`config.mk`:
```
export PLATFORM = sky130hd
export DESIGN_NAME = qsc_fifo
export DESIGN_NICKNAME = d
export VERILOG_FILES = /design/src/design/qsc_pkg.sv /design/src/design/qsc_fifo.sv
export SDC_FILE = /design/constraint.sdc
export NUM_CORES = 1
export LEC_CHECK = 0
export ABC_CLOCK_PERIOD_IN_PS = 10140
export BUFFER_PORTS_ARGS = -buffer_cell sky130_fd_sc_hd__buf_4
export CORE_UTILIZATION = 55
export DETAILED_ROUTE_END_ITERATION = 6
export MAX_ROUTING_LAYER = met4
export PLACE_DENSITY_LB_ADDON = 0.3
export SETUP_SLACK_MARGIN = 0.5
export SYNTH_ARGS = -nofsm -noshare
export SYNTH_HDL_FRONTEND = slang
export SYNTH_SLANG_ARGS = --single-unit
```
`constraint.sdc`:
```
create_clock -name clk -period 10.14 [get_ports clk]
set_input_delay 0 -clock clk [delete_from_list [all_inputs] [get_ports clk]]
set_output_delay 0 -clock clk [all_outputs]
set_load 0.02 [all_outputs]
```
`src/design/qsc_pkg.sv`:
```
// Shared types and constants for the quaternion sign continuity block.
package qsc_pkg;

  localparam logic [31:0] ONE_Q30    = 32'h4000_0000;
  localparam logic [31:0] HALF_Q30   = 32'h2000_0000;
  localparam logic [31:0] MIN_LEN_RST = 32'd72058;

  typedef struct packed {
    logic            degen;
    logic [3:0]      neg;
    logic [3:0][30:0] v;
  } qsc_item_t;

endpackage

```
`src/design/qsc_fifo.sv`:
```
// Short item queue between front end and back end.
module qsc_fifo import qsc_pkg::*; #(
  parameter int DEPTH = 2
) (
  input  logic      clk,
  input  logic      rst,
  input  logic      push,
  input  qsc_item_t push_item,
  output logic      full,
  input  logic      pop,
  output qsc_item_t pop_item,
  output logic      empty
);

  localparam int PTR_W = (DEPTH > 1) ? $clog2(DEPTH) : 1;
  localparam int CNT_W = $clog2(DEPTH + 1);

  qsc_item_t        mem [DEPTH];
  logic [PTR_W-1:0] wr_ptr;
  logic [PTR_W-1:0] rd_ptr;
  logic [CNT_W-1:0] count;

  assign full     = (count == CNT_W'(DEPTH));
  assign empty    = (count == '0);
  assign pop_item = mem[rd_ptr];

  always_ff @(posedge clk) begin
    if (push) begin
      mem[wr_ptr] <= push_item;
    end
  end

  always_ff @(posedge clk) begin
    if (rst) begin
      wr_ptr <= '0;
      rd_ptr <= '0;
      count  <= '0;
    end else begin
      if (push) begin
        wr_ptr <= (wr_ptr == PTR_W'(DEPTH - 1)) ? '0 : wr_ptr + 1'b1;
      end
      if (pop) begin
        rd_ptr <= (rd_ptr == PTR_W'(DEPTH - 1)) ? '0 : rd_ptr + 1'b1;
      end
      if (push && !pop) begin
        count <= count + 1'b1;
      end else if (pop && !push) begin
        count <= count - 1'b1;
      end
    end
  end

endmodule

```
==> out/results.ini, run 1 <==
[cells_and_area]
layout-drive-gt1-share_pct = 50.2
antenna_cells = 0
finish.instance_area_um2 = 13800
layout.cells.non_filler = 1076
nNetsFinal = 971
syn_to_final_growth_pct = 44.6

[setup_path]
worstPathRequired_ns = 10.14
r2r_cells = 2
crit_chain = buf_4 -> mux2_2 -> buf_4
critPathMaxStageDelay_ns = 0.86
path_delay_family = buffers and inverters
critPathBufInv = 2
cp_common_cell = buf_4
crit_path_start_kind = flop
cp-end-kind = primary output
cpMaxStageDelayCell = dfxtp_4
crit_path_max_fanout = 72
crit_type = reg2out
path_depth = 3
cp.arrival_ns = 2.89

[grt]
grt_max_degree = 73
grt_overflow_total = 0
antenna_found_initial = 0
track_usage_pct = 23.9
grt_pass1_wl_mm = 31.1
grt_pass1_vias = 5865

[route]
wire_per_inst_um = 19.4
drtPass1Iterations = 4
drtIter0Drc = 245
via_per_inst = 5.11
postRouteAntennaNets = 0
drc_errors = 0
wl_mm = 20.8
dr_total_vias = 5498

[timing]
worst_pin_slew_ns = 0.929
relSlewSlack_pct = 38.1
finalHoldViolCount = 0
fmax_mhz = 346
fin_setup_tns_ns = 0
finalMaxSlewViolations = 0
setup_viol = 0
fin_skew_ns = 0.0116
rsz0062_at_grt = no
hold_slack_ns = 0.213
period_share_pct = 28.5
period_needed_ns = 2.89
finalWorstSetupSlack_ns = 7.25

[logic_synthesis]
avgSynthCellArea_um2 = 22.6
synthCells = 423
seq_area_frac_synth_pct = 82.1
synth_top_cell_area_share_pct = 81.0
ys_types = 16
yosysWarnings = 0
syn_area_um2 = 9560
synth_top_area_cell = edfxtp_1
yosys_register_bits = 263
async_reset_ff_share_pct = 0
yosysMostFrequentCell = edfxtp_1
yosys-top-cells-count = edfxtp_1, mux2_2, buf_6
synth.net_count = 557
ys.flop_type = edfxtp_1
synth_edf_count = 258
synthTopCellsByArea = edfxtp_1, mux2_2, buf_6

[place]
place_area_um2 = 11700
io_buffers = 263
dp.cells = 896
pre_cts_slack_ns = 7.75
globalplace.congestion = 0.742
dp_hpwl_mm = 11.4

[hold_path]
whs_path_depth = 2
holdCritPathClass = in2reg

[clock_tree]
h-tree-depth = 1
cts.sinks = 263
cts-root-buf = clkbuf_16
cts_tree = done
cts_buffers = 26
cts_max_path_buffers = 3
postCtsSetupBuffers = 0
clk_pin_slew_ns = 0.06
clk_latency_ns = 0.52

[floorplanning]
num_rows = 47
io_pins = 264
coreArea_um2 = 16800
die_h_um = 134
die_w_um = 134
start_util_pct = 57.0
die_area_um2 = 17900

[job]
drv_cap = 0

[outcome]
status = finished, final reports clean

[pwr]
leakagePower_nw = 5.22
power.density_nw_per_um2 = 187
ir_drop_uv = 157

logic make-up (layout without fill, tap and decap cells):
kind of cell             Yosys count  after routing  synth area share [%]
XOR/XNOR                           4              4                 0.367
multiplexers                     129            129                  15.2
adder cells (fa/ha/maj)            1              1                 0.131
buffers and inverters             15            448                  1.62
flip-flops                       263            263                  82.1
AO/OA/AOI/OAI                      2              2                 0.105
AND/OR/NAND/NOR                    9              9                 0.484
registers in the layout, indices dropped and copies added (netlist names), named ones only:
name,flops
mem,258
count,2
rd_ptr,1
wr_ptr,1
power by group:
| group | internal (mW) | switching (mW) |
|---|---|---|
| registers | 1.27 | 0.0254 |
| clock network | 0.523 | 0.374 |
| logic | 0.197 | 0.193 |
| total | 1.99 | 0.593 |
layout make-up:
class | count | area [um2]
Clock inverter | 5 | 46.3
Fill cell | 806 | 2940
Timing Repair Buffer | 400 | 3340
Sequential cell | 263 | 7850
Clock buffer | 42 | 742
Multi-Input combinational cell | 145 | 1570
Tap cell | 220 | 275
Inverter | 1 | 3.75
worst paths after layout:
kind                  from            to  slack (ns)
max                   flop  pop_item[60]        7.25
min          push_item[45]    mem[0][45]        0.21
max reg2reg         wr_ptr    mem[1][24]        7.73
min reg2reg         rd_ptr        rd_ptr        0.54
routing by layer:
layer  share of wire, %  track usage [%]
met1                 37             27.1
met2                 55             43.4
met3                5.1             4.01
met4                2.6             6.82
met5                  0                -
cells in the final DEF (no fill, tap or decap):
cell type | netlist | layout
clkinv_1 | 0 | 3
xnor2_1 | 2 | 2
edfxtp_1 | 258 | 258
ha_1 | 1 | 1
clkbuf_16 | 0 | 27
and2b_2 | 1 | 1
and2_4 | 0 | 1
nor2_1 | 5 | 5
dfxtp_4 | 0 | 1
dfxtp_1 | 5 | 4
dlygate4sd3_1 | 0 | 133
clkbuf_8 | 0 | 1
nor2b_4 | 0 | 1
xor2_1 | 2 | 2
clkbuf_1 | 0 | 14
mux2_2 | 129 | 129
inv_1 | 1 | 1
a21oi_1 | 1 | 1
clkinv_2 | 0 | 1
or3_1 | 1 | 1
buf_4 | 0 | 267
bufinv_16 | 0 | 1
o21ai_0 | 1 | 1
metrics by stage:
stage	total power [mW]	util, %
after global placement	1.65	69.8
after detailed placement	1.66	69.8
after CTS	2.58	82.5
final	2.58	82.5
after floorplan	1.51	-
after global routing	2.66	82.5
repair_timing:
| action | in CTS | in global routing |
|---|---|---|
| hold buffers | 133 | 0 |
| endpoints found under the hold margin | 263 | 0 |
| resized for setup | 0 | 0 |
(Power assumes the default switching activity.)
==> run 2, diff against run 1 <==
- ABC_CLOCK_PERIOD_IN_PS: 10140 -> 3000
- CORE_UTILIZATION: 55 -> 52
- clock period: 10.14 -> 3 ns (I/O delays scaled with it)
==> out/results.ini, run 2 (same netlist as run 1, synthesis figures left out) <==
[outcome]
status = finished, final reports clean

[floorplanning]
die_area_um2 = 18900
start_util_pct = 53.2
die_w_um = 138
coreArea_um2 = 18000
io_pins = 264
die_h_um = 138
num_rows = 49

[timing]
period_needed_ns = 2.30
fin_skew_ns = 0.00673
fin_setup_tns_ns = 0
setup_viol = 0
fmax_mhz = 436
rsz0062_at_grt = no
relSlewSlack_pct = 41.7
finalMaxSlewViolations = 0
hold_slack_ns = 0.209
worst_pin_slew_ns = 0.874
period_share_pct = 76.5
finalWorstSetupSlack_ns = 0.704
finalHoldViolCount = 0

[setup_path]
worstPathRequired_ns = 3.00
cp-end-kind = primary output
crit_path_start_kind = flop
cpMaxStageDelayCell = dfxtp_4
crit_path_max_fanout = 56
cp.arrival_ns = 2.30
crit_type = reg2out
crit_chain = buf_4 -> mux2_2 -> buf_4
critPathMaxStageDelay_ns = 0.87
cp_common_cell = buf_4

[route]
postRouteAntennaNets = 0
drc_errors = 0
via_per_inst = 5.11
dr_total_vias = 5550
wl_mm = 21.2
drtPass1Iterations = 4
drtIter0Drc = 333
wire_per_inst_um = 19.5

[cells_and_area]
layout-drive-gt1-share_pct = 50.7
finish.instance_area_um2 = 13900
largest_reg_flops = 258
top_regs = mem (258), count (2)
layout_commonest_cell = buf_4
regMostFlops = mem
final_cell_mix = buf_4, edfxtp_1, dlygate4sd3_1, mux2_2, clkbuf_16
syn_to_final_growth_pct = 45.4
antenna_cells = 0
nNetsFinal = 975

[place]
pre_cts_slack_ns = 1.22
dp_hpwl_mm = 11.6
place_area_um2 = 11800
io_buffers = 263
globalplace.congestion = 0.740

[pwr]
p_sw_share_pct = 23.2
comb_power_share_pct = 15.4
power.switching_mw = 2.02
power.density_nw_per_um2 = 627
clkPwrFrac_pct = 34.3
ir_drop_uv = 544
leakagePower_nw = 5.26
intPower_mw = 6.69
seqPwrFrac_pct = 50.3

[clock_tree]
cts-root-buf = clkbuf_16
h-tree-depth = 1
cts_max_path_buffers = 3
cts_resized = 0
cts_buffers = 27
postCtsSetupBuffers = 0
clk_pin_slew_ns = 0.06
clk_latency_ns = 0.51
cts_tree = done
cts.sinks = 263

[grt]
antenna_found_initial = 0
grt_max_degree = 130
grt_pass1_vias = 5920
grt_pass1_wl_mm = 30.5
grt_overflow_total = 0
track_usage_pct = 22.3

[job]
drv_cap = 0

[hold_path]
holdCritPathClass = in2reg

[run 2: cell types whose count changed in the layout (fill, tap and decap cells not counted), sizes merged]
cell    delta
clkbuf     -9
buf        +3
clkinv     +8
[run 2: worst max-delay path: cells and delay by family (launching register included)]
kind / cells / cell delay, ns
flip-flops: 1 / 0.87
multiplexers: 1 / 0.36
buffers and inverters: 2 / 0.50
[run 2: worst paths after layout]
kind / slack [ns] / cells after the start / start / to
min: 0.21 / 2 / push_item[99] / mem[1][99]
max reg2reg: 1.41 / 2 / wr_ptr / mem[1][85]
min reg2reg: 0.52 / 2 / count[1] / count[1]
max: 0.70 / 3 / flop / pop_item[17]
[run 2: metrics by stage]
step                util, %  power [mW]  std cells
finish                 77.3        8.71       1087
global route           77.3        8.99       1087
CTS                    77.3        8.72       1087
detailed placement     65.6        5.63        908
global placement       65.6        5.59        908
floorplan                 -        5.09        423
[run 2: final cells by class]
cell class | instances | area (um2)
flip-flops and latches | 263 | 7850
fillers | 949 | 4070
repair buffers | 403 | 3410
multi-input cells | 145 | 1570
clock buffers | 33 | 698
well taps | 229 | 287
clock inverters | 13 | 78.8
inverters | 1 | 3.75
[run 2: what timing repair did]
| item | in CTS | in global routing |
|---|---|---|
| endpoints found under the hold margin | 263 | 0 |
| hold buffers | 133 | 0 |
| endpoints found under the setup margin | 0 | 0 |
[run 2: power by group through the flow]
stage	Clock [mW]	Combinational, mW	Sequential [mW]
after floorplan	0	0.674	4.41
after global placement	0	1.15	4.44
after detailed placement	0	1.18	4.46
after CTS	3.01	1.33	4.38
after global routing	3.18	1.41	4.40
final	2.99	1.34	4.38
[run 2: per-layer routing]
metal	vias to the layer above	wire length, um	track usage, %
li1	2518	-	-
met1	2732	7780	24.3
met2	254	11200	40.3
met3	46	1740	5.22
met4	0	501	6.65
met5	-	0	-
==> run 3, diff against run 2 <==
- ABC_AREA: not set -> 1
- ABC_CLOCK_PERIOD_IN_PS: 3000 -> 2050
- CORE_UTILIZATION: 52 -> 47
- clock period: 3 -> 2.05 ns (I/O delays scaled with it)
==> out/results.ini, run 3 <==
[floorplanning]
start_util_pct = 48.6
coreArea_um2 = 19700
num_rows = 51
io_pins = 264
die_area_um2 = 21000
die_h_um = 145
die_w_um = 145

[timing]
relSlewSlack_pct = 71.6
worst_pin_slew_ns = 0.426
period_share_pct = 84.7
setup_viol = 0
finalMaxSlewViolations = 0
rsz0062_at_grt = yes
period_needed_ns = 1.74
fmax_mhz = 576
finalHoldViolCount = 0
fin_setup_tns_ns = 0
fin_skew_ns = 0.00854

[logic_synthesis]
seq_area_frac_synth_pct = 81.9
ys_types = 15
ys.flop_type = edfxtp_1
yosys_register_bits = 263
avgSynthCellArea_um2 = 22.1
async_reset_ff_share_pct = 0
synth_top_area_cell = edfxtp_1
synth_edf_count = 258
syn_area_um2 = 9580
yosys-top-cells-count = edfxtp_1, mux2_2, buf_6
yosysWarnings = 0
synthTopCellsByArea = edfxtp_1, mux2_2, buf_6
synthCells = 434
synth_top_cell_area_share_pct = 80.9
yosysMostFrequentCell = edfxtp_1
synth.net_count = 568

[place]
globalplace.congestion = 0.726
io_buffers = 263
dp_hpwl_mm = 12.0
place_area_um2 = 11900

[setup_path]
worstPathRequired_ns = 2.05
crit_path_start_kind = flop
cpMaxStageDelayCell = dfxtp_4
path_delay_family = buffers and inverters
path_depth = 4
crit_chain = buf_8 -> clkbuf_16 -> mux2_4 -> buf_6
crit_path_max_fanout = 8
critPathMaxStageDelay_ns = 0.41
cp-end-kind = primary output
r2r_cells = 2
critPathBufInv = 3
cp.arrival_ns = 1.74
crit_type = reg2out

[cells_and_area]
largest_reg_flops = 258
antenna_cells = 0
syn_to_final_growth_pct = 60.9
layout-drive-gt1-share_pct = 51.1
top_regs = mem (258), count (2)
finish.instance_area_um2 = 15400
nNetsFinal = 1004
layout_commonest_cell = edfxtp_1
regMostFlops = mem
final_cell_mix = edfxtp_1, buf_4, dlygate4sd3_1, buf_6, mux2_4

[hold_path]
whs_path_depth = 2
holdCritPathClass = in2reg

[grt]
grt_pass1_vias = 5975
grt_max_degree = 70
grt_overflow_total = 0
antenna_found_initial = 0
grt_pass1_wl_mm = 30.7
track_usage_pct = 20.3

[route]
dr_total_vias = 5787
wire_per_inst_um = 21.7
drc_errors = 0
drtIter0Drc = 216
via_per_inst = 5.01
wl_mm = 25.0
postRouteAntennaNets = 0
drtPass1Iterations = 4

[clock_tree]
cts.sinks = 263
cts-root-buf = clkbuf_16
h-tree-depth = 1
clk_pin_slew_ns = 0.06
cts_max_path_buffers = 3
clk_latency_ns = 0.53
cts_tree = done
cts_buffers = 27

[pwr]
power.density_nw_per_um2 = 876
p_sw_share_pct = 23.4
intPower_mw = 10.3
power.switching_mw = 3.16
comb_power_share_pct = 19.0
clkPwrFrac_pct = 34.2
ir_drop_uv = 625
leakagePower_nw = 6.10
seqPwrFrac_pct = 46.8

[job]
drv_cap = 0

[outcome]
status = finished, final reports clean

==> run 3: changes by cell type after synthesis, sizes merged <==
cell | before | now
nor2b | 1 | 0
xor2 | 2 | 0
and2 | 1 | 0
xnor2 | 2 | 1
nor3 | 0 | 1
nand3 | 0 | 1
nand2 | 0 | 5
inv | 1 | 9
and2b | 1 | 0
nor2 | 5 | 7
nand4 | 0 | 1
or3 | 1 | 0
==> run 3: area by class of cell <==
cell class                 instances  area (um2)
sequential                       263        7850
timing repair buffer             421        4380
fill                             970        4300
multi-input combinational        148        1990
clock buffer                      37         713
tap                              265         332
clock inverter                    13         109
inverter                           9        37.5
==> run 3: cells by family (layout without fill, tap and decap cells) <==
kind of cell / Yosys count / count (layout) / synth area share, %
DFF: 263 / 263 / 81.9
muxes: 129 / 129 / 15.2
buffers and inverters: 23 / 480 / 1.93
and+or+nand+nor: 15 / 15 / 0.640
AOI/OAI and AO/OA: 2 / 2 / 0.104
adders and majority gates: 1 / 1 / 0.131
xor gates and xnor gates: 1 / 1 / 0.0915
==> run 3: worst register-to-register path, stage by stage (launching register included) <==
cell     delay, ns
dfxtp_2       0.34
nor2_4        0.22
buf_12        0.36
==> run 3: power by group through the flow <==
stage	clock [mW]	combinational (mW)	sequential, mW
detailed placement	0	1.66	6.41
global placement	0	1.63	6.39
CTS	4.65	2.02	6.30
floorplan	0	0.929	6.40
global route	4.89	2.67	6.34
finish	4.62	2.56	6.32
==> run 3: per-layer routing <==
metal	share of wire, %	up-vias	global-route usage, %
li1	-	2591	-
met1	36	2895	21.8
met2	55	241	37.4
met3	6.7	60	4.18
met4	2.8	0	6.15
met5	0	-	-
==> run 3: worst paths after layout <==
kind                               startpoint           end  slack (ns)
worst min-delay path            push_item[34]    mem[1][34]        0.20
worst max-delay path                     flop  pop_item[77]        0.31
worst max register to register         wr_ptr    mem[0][72]        0.71
worst min register to register         rd_ptr        rd_ptr        0.53
==> run 3: through the flow <==
step	hold slack [ns]	total power, mW	cells	utilization [%]	setup WS (ns)
2_1_floorplan	0.0718	7.33	434	-	-0.651
3_3_place_gp	0.185	8.02	954	60.2	0.757
3_5_place_dp	0.188	8.07	954	60.2	0.728
4_1_cts	0.180	13.0	1146	72.2	0.280
5_1_grt	0.183	13.9	1156	78.2	0.259
6_report	0.197	13.5	1156	78.2	0.313
==> run 3: repair_timing <==
| item | CTS | global route |
|---|---|---|
| cloned | 6 | 9 |
| hold endpoints to repair | 267 | 0 |
| buffers inserted | 4 | 1 |
| resized for setup | 8 | 254 |
| hold buffers | 132 | 0 |
| setup endpoints to repair | 129 | 129 |
